File: config.mk
export PLATFORM = sky130hd
export DESIGN_NAME = circular_scroll_from_motion_core
export DESIGN_NICKNAME = d
export VERILOG_FILES = /design/src/rtl/csm_pkg.sv /design/src/rtl/csm_sqsum.sv /design/src/rtl/csm_div.sv /design/src/rtl/csm_mul.sv /design/src/rtl/circular_scroll_from_motion_core.sv
export VERILOG_INCLUDE_DIRS = /design/src /design/src/rtl
export SDC_FILE = /design/constraint.sdc
export NUM_CORES = 1
export LEC_CHECK = 0
export BUFFER_PORTS_ARGS = -buffer_cell sky130_fd_sc_hd__buf_2
export CORE_MARGIN = 2
export CORE_UTILIZATION = 50
export CTS_BUF_LIST = sky130_fd_sc_hd__clkbuf_4 sky130_fd_sc_hd__clkbuf_8
export CTS_CLUSTER_SIZE = 25
export DETAILED_ROUTE_END_ITERATION = 8
export PLACE_DENSITY = 0.65
export REMOVE_ABC_BUFFERS = 1
export SKIP_LAST_GASP = 1
export SYNTH_ARGS = -nofsm -noshare
export SYNTH_HDL_FRONTEND = slang
export SYNTH_SLANG_ARGS = --single-unit
export TNS_END_PERCENT = 5
File: constraint.sdc
create_clock -name i_clk -period 6.3 [get_ports i_clk]
set_input_delay 1.26 -clock i_clk [delete_from_list [all_inputs] [get_ports i_clk]]
set_output_delay 1.26 -clock i_clk [all_outputs]
set_load 0.005 [all_outputs]
File: src/rtl/circular_scroll_from_motion_core_macros.svh
// Assertion macros shared by the rotary scroll RTL.
// Depends on nothing; files that check their own logic include this header.
`ifndef CIRCULAR_SCROLL_FROM_MOTION_CORE_MACROS_SVH
`define CIRCULAR_SCROLL_FROM_MOTION_CORE_MACROS_SVH
`ifndef NO_ASSERTIONS
// Concurrent check on an explicit clock and active-low reset.
`define CSM_ASSERT_CLK(label, clk, rst_n, prop, msg) \
    label: assert property (@(posedge clk) disable iff (!rst_n) prop) else $error(msg);
// Concurrent check on the house clock and reset names.
`define CSM_ASSERT(label, prop, msg) \
    `CSM_ASSERT_CLK(label, i_clk, i_rst_n, prop, msg)
`else
`define CSM_ASSERT_CLK(label, clk, rst_n, prop, msg)
`define CSM_ASSERT(label, prop, msg)
`endif
`endif

File: src/rtl/csm_pkg.sv
// Shared widths, constants, state codes and control types of the rotary scroll core.
// Depends on nothing; the serial units and the top level refer to it by scoped names.
`timescale 1ns / 1ps

package csm_pkg;

    // Field and datapath widths.
    localparam int FIELD_W  = 11;  // signed motion delta
    localparam int MAG_W    = 10;  // magnitude of a saturated delta
    localparam int SUM_W    = 11;  // |dx| + |dy|
    localparam int SQ_W     = 21;  // dx*dx + dy*dy
    localparam int DZ_W     = 22;  // dead zone register
    localparam int GAIN_W   = 6;   // scroll gain register
    localparam int Q_W      = 11;  // quotient 0..1024
    localparam int REM_W    = 12;  // divider partial remainder
    localparam int ANGLE_W  = 13;  // pseudo-angle 0..4095
    localparam int DELTA_W  = 14;  // raw signed angle change
    localparam int DMAG_W   = 12;  // magnitude of wrapped angle change, 0..2048
    localparam int PROD_W   = 17;  // |delta| * gain
    localparam int SCROLL_W = 7;   // scroll magnitude 0..126
    localparam int CNT_W    = 4;
    localparam int TDATA_W  = 24;
    localparam int CFG_IDX_W = 1;

    // Step counts of the serial units.
    localparam int CALC_STEPS = 11;  // divider needs 11, squarer 10
    localparam int MUL_STEPS  = GAIN_W;
    localparam int GAIN_SHIFT = 10;

    // Constants of the angle arithmetic.
    localparam logic signed [FIELD_W-1:0] DELTA_MIN_RAW = -11'sd1024;
    localparam logic signed [FIELD_W-1:0] DELTA_SAT     = -11'sd1023;
    localparam logic [ANGLE_W-1:0]        ANGLE_HALF    = 13'd2048;
    localparam logic [ANGLE_W-1:0]        ANGLE_FULL    = 13'd4096;
    localparam logic signed [DELTA_W-1:0] WRAP_HALF     = 14'sd2048;
    localparam logic signed [DELTA_W-1:0] WRAP_FULL     = 14'sd4096;
    localparam logic signed [FIELD_W-1:0] SCROLL_MAX    = 11'sd126;

    // Configuration register indexes and reset values.
    localparam logic [CFG_IDX_W-1:0] CFG_DEAD_ZONE = 1'b0;
    localparam logic [CFG_IDX_W-1:0] CFG_GAIN      = 1'b1;
    localparam logic [DZ_W-1:0]      DZ_RESET      = 22'd25;
    localparam logic [GAIN_W-1:0]    GAIN_RESET    = 6'd10;

    // Sequencer states.
    typedef enum logic [2:0] {
        S_IDLE,
        S_CALC,
        S_ANG,
        S_MUL,
        S_DONE
    } t_state;

    // Control of one serial unit: load operands, or advance one digit.
    typedef struct packed {
        logic load;
        logic step;
    } t_unit_ctl;

endpackage

File: src/rtl/csm_sqsum.sv
// Bit-serial sum of squares dx*dx + dy*dy, one multiplier bit per cycle.
// Depends on csm_pkg for widths and the unit control type.
`timescale 1ns / 1ps

module csm_sqsum (
    input  logic                          i_clk,
    input  csm_pkg::t_unit_ctl            i_ctl,
    input  logic [csm_pkg::MAG_W-1:0]     i_ax,
    input  logic [csm_pkg::MAG_W-1:0]     i_ay,
    output logic [csm_pkg::SQ_W-1:0]      o_sum
);

    logic [csm_pkg::MAG_W-1:0] r_mx;
    logic [csm_pkg::MAG_W-1:0] r_my;
    logic [csm_pkg::SQ_W-1:0]  r_cx;
    logic [csm_pkg::SQ_W-1:0]  r_cy;
    logic [csm_pkg::SQ_W-1:0]  r_acc;
    logic [csm_pkg::SQ_W-1:0]  n_acc;

    // Add the shifted multiplicands selected by the current multiplier bits.
    always_comb begin
        n_acc = r_acc + (r_mx[0] ? r_cx : '0) + (r_my[0] ? r_cy : '0);
    end

    // Multipliers shift right, multiplicands shift left, one bit a cycle.
    always_ff @(posedge i_clk) begin
        if (i_ctl.load) begin
            r_mx  <= i_ax;
            r_my  <= i_ay;
            r_cx  <= csm_pkg::SQ_W'(i_ax);
            r_cy  <= csm_pkg::SQ_W'(i_ay);
            r_acc <= '0;
        end else if (i_ctl.step) begin
            r_mx  <= r_mx >> 1;
            r_my  <= r_my >> 1;
            r_cx  <= r_cx << 1;
            r_cy  <= r_cy << 1;
            r_acc <= n_acc;
        end
    end

    assign o_sum = r_acc;

endmodule

File: src/rtl/csm_div.sv
// Restoring divider giving floor(num * 1024 / den), one quotient bit per cycle.
// Depends on csm_pkg for widths and the unit control type.
`timescale 1ns / 1ps

module csm_div (
    input  logic                          i_clk,
    input  csm_pkg::t_unit_ctl            i_ctl,
    input  logic [csm_pkg::MAG_W-1:0]     i_num,
    input  logic [csm_pkg::SUM_W-1:0]     i_den,
    output logic [csm_pkg::Q_W-1:0]       o_quot
);

    logic [csm_pkg::REM_W-1:0] r_rem;
    logic [csm_pkg::SUM_W-1:0] r_den;
    logic [csm_pkg::Q_W-1:0]   r_quot;
    logic                      n_bit;
    logic [csm_pkg::REM_W-1:0] n_part;

    // Trial subtract; the remainder is shifted after each decision, so the
    // first step weighs the numerator against the divisor at 1024 times.
    always_comb begin
        n_bit  = r_rem >= csm_pkg::REM_W'(r_den);
        n_part = n_bit ? (r_rem - csm_pkg::REM_W'(r_den)) : r_rem;
    end

    always_ff @(posedge i_clk) begin
        if (i_ctl.load) begin
            r_rem  <= csm_pkg::REM_W'(i_num);
            r_den  <= i_den;
            r_quot <= '0;
        end else if (i_ctl.step) begin
            r_rem  <= {n_part[csm_pkg::REM_W-2:0], 1'b0};
            r_quot <= {r_quot[csm_pkg::Q_W-2:0], n_bit};
        end
    end

    assign o_quot = r_quot;

endmodule

File: src/rtl/csm_mul.sv
// Bit-serial product |angle change| * gain, one gain bit per cycle.
// Depends on csm_pkg for widths and the unit control type.
`timescale 1ns / 1ps

module csm_mul (
    input  logic                          i_clk,
    input  csm_pkg::t_unit_ctl            i_ctl,
    input  logic [csm_pkg::DMAG_W-1:0]    i_mcand,
    input  logic [csm_pkg::GAIN_W-1:0]    i_gain,
    output logic [csm_pkg::PROD_W-1:0]    o_prod
);

    logic [csm_pkg::PROD_W-1:0] r_mc;
    logic [csm_pkg::GAIN_W-1:0] r_mg;
    logic [csm_pkg::PROD_W-1:0] r_prod;

    // Shift-and-add over the gain bits, lowest first.
    always_ff @(posedge i_clk) begin
        if (i_ctl.load) begin
            r_mc   <= csm_pkg::PROD_W'(i_mcand);
            r_mg   <= i_gain;
            r_prod <= '0;
        end else if (i_ctl.step) begin
            r_mc <= r_mc << 1;
            r_mg <= r_mg >> 1;
            if (r_mg[0]) begin
                r_prod <= r_prod + r_mc;
            end
        end
    end

    assign o_prod = r_prod;

endmodule

File: src/rtl/circular_scroll_from_motion_core.sv
// Rotary scroll core: turns circular pointer motion into vertical scroll words.
// Top level; uses csm_pkg, csm_sqsum, csm_div, csm_mul and the assertion macros.
//
// Usage:
//  - Input stream s_axis: tdata carries move_x and move_y, tuser flags a
//    pointing event. Output stream m_axis: tdata carries out_x and out_y,
//    tuser flags an event that was converted into a scroll.
//  - Every input word gives exactly one output word, in order.
//  - After acceptance, a word passes through 11 steps of the serial divider for
//    the pseudo-angle (the serial squarer runs beside it), the angle state,
//    6 steps of the serial gain multiplier and a state that loads the result
//    into the output register. Only then does the core return to idle and
//    accept the next word; it takes no new word while one is under work.
//  - A finished word waits in the output register; the core accepts and
//    starts the next word meanwhile and holds its own result until the
//    output register frees up. A stalled receiver therefore stops input
//    acceptance only after one more word.
//  - Configuration writes (dead zone, gain) take effect at once and are to
//    be made only while the core is idle.
//  - Reset clears tracking, the stored angle and the output; dead zone 25, gain 10.
`timescale 1ns / 1ps
`include "circular_scroll_from_motion_core_macros.svh"

module circular_scroll_from_motion_core (
    input  logic                              i_clk,
    input  logic                              i_rst_n,
    // Configuration write port.
    input  logic                              i_cfg_we,
    input  logic [csm_pkg::CFG_IDX_W-1:0]     i_cfg_idx,
    input  logic [csm_pkg::DZ_W-1:0]          i_cfg_data,
    // Input stream.
    input  logic                              s_axis_tvalid,
    output logic                              s_axis_tready,
    input  logic [csm_pkg::TDATA_W-1:0]       s_axis_tdata,  // [10:0] move_x, [21:11] move_y
    input  logic                              s_axis_tuser,  // [0] is_pointing
    // Output stream.
    output logic                              m_axis_tvalid,
    input  logic                              m_axis_tready,
    output logic [csm_pkg::TDATA_W-1:0]       m_axis_tdata,  // [10:0] out_x, [21:11] out_y
    output logic                              m_axis_tuser   // [0] converted
);

    localparam int FW = csm_pkg::FIELD_W;

    // Sequencer.
    csm_pkg::t_state           r_state;
    csm_pkg::t_state           n_state;
    logic [csm_pkg::CNT_W-1:0] r_cnt;
    logic [csm_pkg::CNT_W-1:0] n_cnt;
    logic                      w_accept;
    logic                      w_out_load;
    csm_pkg::t_unit_ctl        w_calc_ctl;
    csm_pkg::t_unit_ctl        w_mul_ctl;

    // Configuration and tracking state.
    logic [csm_pkg::DZ_W-1:0]    r_dz;
    logic [csm_pkg::GAIN_W-1:0]  r_gain;
    logic                        r_tracking;
    logic [csm_pkg::ANGLE_W-1:0] r_last;

    // Word under work.
    logic                 r_ptr;
    logic signed [FW-1:0] r_dx;
    logic signed [FW-1:0] r_dy;
    logic                 r_zero;
    logic                 r_conv;
    logic                 r_neg;

    // Input saturation and magnitudes.
    logic signed [FW-1:0]        w_in_x;
    logic signed [FW-1:0]        w_in_y;
    logic signed [FW-1:0]        w_sat_x;
    logic signed [FW-1:0]        w_sat_y;
    logic signed [FW-1:0]        w_neg_x;
    logic signed [FW-1:0]        w_neg_y;
    logic [csm_pkg::MAG_W-1:0]   w_ax;
    logic [csm_pkg::MAG_W-1:0]   w_ay;
    logic [csm_pkg::SUM_W-1:0]   w_sum;

    // Serial unit results and angle logic.
    logic [csm_pkg::SQ_W-1:0]    w_sq;
    logic [csm_pkg::Q_W-1:0]     w_quot;
    logic [csm_pkg::PROD_W-1:0]  w_prod;
    logic [csm_pkg::ANGLE_W-1:0] w_r;
    logic [csm_pkg::ANGLE_W-1:0] w_angle;
    logic signed [csm_pkg::DELTA_W-1:0] w_raw;
    logic signed [csm_pkg::DELTA_W-1:0] w_wrap;
    logic signed [csm_pkg::DELTA_W-1:0] w_wrap_neg;
    logic [csm_pkg::DMAG_W-1:0]  w_dmag;
    logic                        w_below;
    logic [csm_pkg::SCROLL_W-1:0] w_scroll;
    logic signed [FW-1:0]        w_scroll_s;

    // Output register.
    logic                 r_m_valid;
    logic                 r_m_user;
    logic signed [FW-1:0] r_m_x;
    logic signed [FW-1:0] r_m_y;

    // Saturate -1024 to -1023 and take magnitudes.
    always_comb begin
        w_in_x  = s_axis_tdata[FW-1:0];
        w_in_y  = s_axis_tdata[2*FW-1:FW];
        w_sat_x = (w_in_x == csm_pkg::DELTA_MIN_RAW) ? csm_pkg::DELTA_SAT : w_in_x;
        w_sat_y = (w_in_y == csm_pkg::DELTA_MIN_RAW) ? csm_pkg::DELTA_SAT : w_in_y;
        w_neg_x = -w_sat_x;
        w_neg_y = -w_sat_y;
        w_ax    = w_sat_x[FW-1] ? w_neg_x[csm_pkg::MAG_W-1:0] : w_sat_x[csm_pkg::MAG_W-1:0];
        w_ay    = w_sat_y[FW-1] ? w_neg_y[csm_pkg::MAG_W-1:0] : w_sat_y[csm_pkg::MAG_W-1:0];
        w_sum   = csm_pkg::SUM_W'(w_ax) + csm_pkg::SUM_W'(w_ay);
    end

    // Serial units.
    csm_sqsum u_sqsum (
        .i_clk (i_clk),
        .i_ctl (w_calc_ctl),
        .i_ax  (w_ax),
        .i_ay  (w_ay),
        .o_sum (w_sq)
    );

    csm_div u_div (
        .i_clk  (i_clk),
        .i_ctl  (w_calc_ctl),
        .i_num  (w_ay),
        .i_den  (w_sum),
        .o_quot (w_quot)
    );

    csm_mul u_mul (
        .i_clk   (i_clk),
        .i_ctl   (w_mul_ctl),
        .i_mcand (w_dmag),
        .i_gain  (r_gain),
        .o_prod  (w_prod)
    );

    // Quadrant fold, angle change with wrap, dead zone compare.
    always_comb begin
        w_r = csm_pkg::ANGLE_W'(w_quot);
        case ({r_dx[FW-1], r_dy[FW-1]})
            2'b00:   w_angle = w_r;
            2'b10:   w_angle = csm_pkg::ANGLE_HALF - w_r;
            2'b11:   w_angle = csm_pkg::ANGLE_HALF + w_r;
            default: w_angle = csm_pkg::ANGLE_FULL - w_r;
        endcase
        if (r_zero) begin
            w_angle = '0;
        end
        w_raw = $signed({1'b0, w_angle}) - $signed({1'b0, r_last});
        if (w_raw > csm_pkg::WRAP_HALF) begin
            w_wrap = w_raw - csm_pkg::WRAP_FULL;
        end else if (w_raw < -csm_pkg::WRAP_HALF) begin
            w_wrap = w_raw + csm_pkg::WRAP_FULL;
        end else begin
            w_wrap = w_raw;
        end
        w_wrap_neg = -w_wrap;
        w_dmag     = w_wrap[csm_pkg::DELTA_W-1] ? w_wrap_neg[csm_pkg::DMAG_W-1:0]
                                                : w_wrap[csm_pkg::DMAG_W-1:0];
        w_below    = csm_pkg::DZ_W'(w_sq) < r_dz;
    end

    // Scroll amount, truncated toward zero by scaling the magnitude.
    always_comb begin
        w_scroll   = w_prod[csm_pkg::GAIN_SHIFT +: csm_pkg::SCROLL_W];
        w_scroll_s = r_neg ? -$signed(FW'(w_scroll)) : $signed(FW'(w_scroll));
    end

    // Sequencer state register.
    always_ff @(posedge i_clk) begin
        if (!i_rst_n) begin
            r_state <= csm_pkg::S_IDLE;
            r_cnt   <= '0;
        end else begin
            r_state <= n_state;
            r_cnt   <= n_cnt;
        end
    end

    // Next state and unit control.
    always_comb begin
        n_state         = r_state;
        n_cnt           = r_cnt;
        s_axis_tready   = 1'b0;
        w_out_load      = 1'b0;
        w_calc_ctl.load = 1'b0;
        w_calc_ctl.step = 1'b0;
        w_mul_ctl.load  = 1'b0;
        w_mul_ctl.step  = 1'b0;
        unique case (r_state)
            csm_pkg::S_IDLE: begin
                s_axis_tready   = i_rst_n;
                w_calc_ctl.load = s_axis_tvalid;
                if (s_axis_tvalid) begin
                    n_state = csm_pkg::S_CALC;
                    n_cnt   = '0;
                end
            end
            csm_pkg::S_CALC: begin
                w_calc_ctl.step = 1'b1;
                n_cnt           = r_cnt + 1'b1;
                if (r_cnt == csm_pkg::CNT_W'(csm_pkg::CALC_STEPS - 1)) begin
                    n_state = csm_pkg::S_ANG;
                    n_cnt   = '0;
                end
            end
            csm_pkg::S_ANG: begin
                w_mul_ctl.load = 1'b1;
                n_state        = csm_pkg::S_MUL;
            end
            csm_pkg::S_MUL: begin
                w_mul_ctl.step = 1'b1;
                n_cnt          = r_cnt + 1'b1;
                if (r_cnt == csm_pkg::CNT_W'(csm_pkg::MUL_STEPS - 1)) begin
                    n_state = csm_pkg::S_DONE;
                    n_cnt   = '0;
                end
            end
            csm_pkg::S_DONE: begin
                if (!r_m_valid || m_axis_tready) begin
                    w_out_load = 1'b1;
                    n_state    = csm_pkg::S_IDLE;
                end
            end
            default: begin
                n_state = csm_pkg::S_IDLE;
            end
        endcase
    end

    assign w_accept = s_axis_tvalid && s_axis_tready;

    // Configuration registers.
    always_ff @(posedge i_clk) begin
        if (!i_rst_n) begin
            r_dz   <= csm_pkg::DZ_RESET;
            r_gain <= csm_pkg::GAIN_RESET;
        end else if (i_cfg_we) begin
            unique case (i_cfg_idx)
                csm_pkg::CFG_DEAD_ZONE: r_dz   <= i_cfg_data;
                csm_pkg::CFG_GAIN:      r_gain <= i_cfg_data[csm_pkg::GAIN_W-1:0];
                default: ;
            endcase
        end
    end

    // Tracking state, updated once per pointing word after the angle is known.
    always_ff @(posedge i_clk) begin
        if (!i_rst_n) begin
            r_tracking <= 1'b0;
            r_last     <= '0;
        end else if (r_state == csm_pkg::S_ANG && r_ptr) begin
            if (w_below) begin
                r_tracking <= 1'b0;
            end else begin
                r_tracking <= 1'b1;
                r_last     <= w_angle;
            end
        end
    end

    // Word under work: captured at acceptance, decision made after the angle.
    always_ff @(posedge i_clk) begin
        if (w_accept) begin
            r_ptr  <= s_axis_tuser;
            r_dx   <= w_sat_x;
            r_dy   <= w_sat_y;
            r_zero <= (w_sum == '0);
        end
        if (r_state == csm_pkg::S_ANG) begin
            r_conv <= r_ptr && !w_below && r_tracking;
            r_neg  <= w_wrap[csm_pkg::DELTA_W-1];
        end
    end

    // Output register.
    always_ff @(posedge i_clk) begin
        if (!i_rst_n) begin
            r_m_valid <= 1'b0;
        end else if (w_out_load) begin
            r_m_valid <= 1'b1;
        end else if (m_axis_tready) begin
            r_m_valid <= 1'b0;
        end
    end

    always_ff @(posedge i_clk) begin
        if (w_out_load) begin
            r_m_user <= r_conv;
            r_m_x    <= r_conv ? '0 : r_dx;
            r_m_y    <= r_conv ? w_scroll_s : r_dy;
        end
    end

    assign m_axis_tvalid = r_m_valid;
    assign m_axis_tuser  = r_m_user;
    assign m_axis_tdata  = {(csm_pkg::TDATA_W - 2 * FW)'(0), r_m_y, r_m_x};

    // Checks on the sequencing and on converted words.
    `CSM_ASSERT(a_busy_after_accept, w_accept |=> !s_axis_tready, "input accepted while busy")
    `CSM_ASSERT(a_load_from_done, $rose(r_m_valid) |-> $past(r_state) == csm_pkg::S_DONE, "result loaded outside completion")
    `CSM_ASSERT(a_conv_zero_x, (r_m_valid && r_m_user) |-> r_m_x == '0, "converted word has nonzero x")
    `CSM_ASSERT(a_scroll_bound, (r_m_valid && r_m_user) |-> (r_m_y <= csm_pkg::SCROLL_MAX && r_m_y >= -csm_pkg::SCROLL_MAX), "scroll amount out of range")

endmodule

==> summary.md <==
| Metric | Value |
|---|---|
| Mapped Area | 0.0152 mm^2 |
| CP required | 6.56 ns |
| Outcome | finished clean |
| Worst Path Arrival | approximately 5.4 ns |
| Sequential power share | 0.327 |
| Routed Antenna Nets | 0 |
| Via count | 11,800 |
| Num CTS Buffers | 46 |
| # hold bufs at CTS | 0 |
| Worst Hold Endpoint | u_sqsum.r_cy[12] |
| FFs w/ async S/R, synth | 0 |
| Final Setup Violations | 0 |
| Post-layout nets | between 1,500 and 2,000 |
| Area taken by multi-input logic gates | 0.00792 mm^2 |
| Fraction of layout cells with a size suffix above 1 | 0.109 |
| Clk_lat worst skew | between 0.5 and 0.6 ns |
| Hold-critical path depth | 2 |
| Area share of the largest cell type after synthesis | 0.251 |
| WL/cell | 15.8 um |
| Vias in the first global route | 11,400 |
| Syn Inst Count | 1,701 |
| FP Rows | between 60 and 70 |
| Max Root-Sink Buffers | 3 |
| Reg-to-reg slack, setup | 1.16 ns |
| CP Launch Type | register |
| # resized after CTS | 0 |
| Final wirelength | 34,300 um |
| Tot GR Track Use | 0.216 |
| Filler Cells Inserted | 2,758 |
| Via density | 5.46 |
| Leak | just over 7 nW |
| Max-Cap Viols | 0 |
| Worst reg2reg path depth | 19 |
| Clock share of power | 0.242 |
| Initial antenna violation count | 0 |
| DRT iter0 DRCs | 745 |
| M1 GR Usage | 0.281 |
| Worst setup EP type | register |
| Die area | 0.0318 mm^2 |
| Worst Max-Slew Pin Slew | 1.19 ns |
| Worst slack, placed | roughly 0.72 ns |
| Slew Limit Fails | 0 |
| Grt met3 use | 0.0311 |
| Reg-to-reg endpoint | u_mul.r_mc[9] |
| Unique masters post-synth | 79 |
| P_sw | approximately 2.6 mW |
| Worst setup path category | reg2reg |
| N_diodes | 0 |
| Yosys warning count | 0 |
| Final Skew | 0.0314 ns |
| Final Hold Fails | 0 |
| Yosys top cell by area | edfxtp_1 |
| First drt pass iteration count | 6 |
| H-tree depth | 2 |
| Post-Syn Area per Cell | 8.94 um^2 |
| Clk root buf | clkbuf_8 |
| Register area share after synthesis | 0.419 |
| Fin crit share | 0.815 |
| CTS tree | done |
| Buffer count from post-CTS setup fixing | 0 |
| Relative slew slack | 0.209 |
| DP Wirelength | 24,200 um |
| Hold Path Class | reg2reg |
| EDFF count, synth | 127 |
| Worst-path fanout max | 9 |
| Worst flop-to-flop path startpoint | r_dy[10] |
| Switch share | 0.381 |
| Global route overflow | 0 |
| Die height | 178 um |
| Area growth from synthesis to layout | 10.5% |
| First-pass GRT wire length | 55,100 um |
| Clock sinks | 255 |
| Comb pwr share | 0.431 |
| Fmax | 195 MHz |
| Gr busiest metal | met2 |
| Pin count of the biggest net entering global routing | 68 |
| Gp weighted congestion | 0.824 |
| Synth area leaders | edfxtp_1 (25%), dfxtp_1 (17%), ha_1 (8.1%), nand2_1 (6.7%), inv_1 (3.8%) |
| Worst Hold Launch | u_sqsum.r_cy[11] |
| Clk pin slew, worst setup/hold paths | 0.06 ns |
| RSZ-0062 raised after global routing | no |
| FF+latch area | between 0.006 and 0.007 mm^2 |
| PwrDens | 408 mW/mm^2 |
| Final Critical Period | approximately 5.1 ns |
| IO Count | 80 |
| Synth Register Bits | around 260 |
| Starting Density | 0.510 |
| Primary FF master, synth | dfxtp_1 |
| Internal power | ~4.2 mW |
| Port bufs | 75 |
| Setup ws final | 1.16 ns |
| Met2 global-route usage | 0.371 |
| Die W | 178 um |
| VDD IR max | 0.223 mV |
| # DRC | 0 |
| Core area | 0.0298 mm^2 |
| Setup TNS | 0 ns |
-- sequential cells by signal (all words and copies together) (netlist names), 11 cells and up --
signal,cells
u_div.r_rem,12
u_sqsum.r_cx,21
u_div.o_quot,11
r_m_x,11
u_sqsum.r_cy,20
r_m_y,11
r_last,13
u_mul.r_mc,17
u_sqsum.o_sum,21
r_dx,11
u_div.r_den,11
r_dy,11
u_mul.o_prod,17
r_dz,22
-- worst max-delay path by stage --
stage	startpoint	endpoint	slack [ns]	cells after the start
CTS	r_dy[10]	u_mul.r_mc[9]	1.12	18
global placement	s_axis_tdata[4]	r_zero	0.82	20
detailed placement	s_axis_tdata[4]	r_zero	0.72	20
finish	r_dy[10]	u_mul.r_mc[9]	1.16	19
floorplan	s_axis_tvalid	u_div.r_rem[0]	1.10	4
global route	s_axis_tdata[4]	r_zero	0.78	20
-- synthesized netlist by cell type, drive strengths merged (12+ instances only) --
master	number
a21o	29
nor2b	45
and2	13
nand3	78
edfxtp	127
o21a	31
nor3	23
a21oi	73
o21bai	13
a21boi	30
or3	16
nand2	272
fa	25
inv	154
ha	98
nand2b	29
o31ai	16
and3	12
o21ai	94
dfxtp	128
xnor2	53
xor2	26
clkbuf	78
nor2	95
mux2i	17
-- area by class of cell --
class | count | area share
clock inverters | 9 | 0.00551
multi-input cells | 1204 | 0.471
well taps | 390 | 0.0291
inverters | 154 | 0.0344
clock buffers | 73 | 0.0527
flip-flops and latches | 255 | 0.380
repair buffers | 86 | 0.0273
-- critical path: stages, from the launching register on --
cell and delay, ns:
edfxtp_1 0.52, xor2_1 0.44, o31ai_1 0.16, xor2_1 0.17
nor2_1 0.17, ha_1 0.34, and2_0 0.29, nand3_1 0.12
and3b_1 0.19, or4_1 0.48, and3_1 0.23, inv_1 0.09
ha_1 0.16, nand2_1 0.05, nand4b_1 0.15, nand4bb_1 0.23
o311ai_4 0.50, o21ai_0 0.18, xor2_1 0.25, o21ai_0 0.13
-- power groups by stage --
stage / registers (mW) / logic, mW / clock network [mW]
4_1_cts: 2.25 / 2.96 / 1.70
5_1_grt: 2.27 / 3.31 / 1.77
2_1_floorplan: 2.22 / 2.29 / 0
3_5_place_dp: 2.28 / 2.95 / 0
6_report: 2.24 / 2.96 / 1.66
3_3_place_gp: 2.27 / 2.87 / 0
-- logic make-up (layout without fill, tap and decap cells) --
group / Yosys count / in the layout / share of synthesized area
flip-flops: 255 / 255 / 0.419
XOR/XNOR: 79 / 79 / 0.0455
multiplexers: 22 / 22 / 0.0149
AND/OR/NAND/NOR: 627 / 627 / 0.193
AO/OA/AOI/OAI: 351 / 351 / 0.152
adder cells (fa/ha/maj): 123 / 123 / 0.114
buffers and inverters: 243 / 322 / 0.0611
other: 1 / 2 / 0.000247
-- stage by stage --
step	cells	hold WS (ns)	power (mW)	utilization	cell area, um^2
floorplan	1613	0.426	4.51	-	14900
global placement	2089	0.443	5.15	0.531	15800
detailed placement	2089	0.450	5.22	0.531	15800
CTS	2171	0.454	6.91	0.564	16800
global route	2171	0.470	7.36	0.564	16800
finish	2171	0.456	6.86	0.564	16800
-- per-layer routing --
layer  vias up  routed length (um)
li1       5947                   -
met1      5614               15700
met2       220               16400
met3        65                1360
met4         0                 823
met5         -                   0
-- layout by cell type, fill, tap and decap left out, types with 5 or more instances in the layout --
cell      synthesis  routed
clkinv_1          0       5
o31ai_1          16      16
clkbuf_4          0      19
nor2b_1          45      45
a21boi_0         30      30
nand4_1           9       9
o21ai_1           7       7
a31oi_1          10      10
mux2i_1          17      17
or3_1            16      16
and4_1            5       5
ha_1             98      98
a21oi_1          72      72
o21bai_1         13      13
fa_1             25      25
o21ai_0          86      86
o22ai_1           6       5
nand2_1         272     271
xnor2_1          53      53
clkbuf_8          0      54
mux2_2            5       5
and2_1           12      12
buf_2             2      75
xor2_1           26      26
o21a_1           31      31
dfxtp_1         128     128
buf_4             2      11
edfxtp_1        127     127
nand3_1          78      78
inv_1           154     152
or4_1             8       8
a21o_1           29      29
nor3_1           23      23
nor2_1           94      92
and3_1           12      12
nand2b_1         29      28
o211ai_1          9       9
a211oi_1          6       6
No activity file was read; power rests on OpenSTA's default activity.
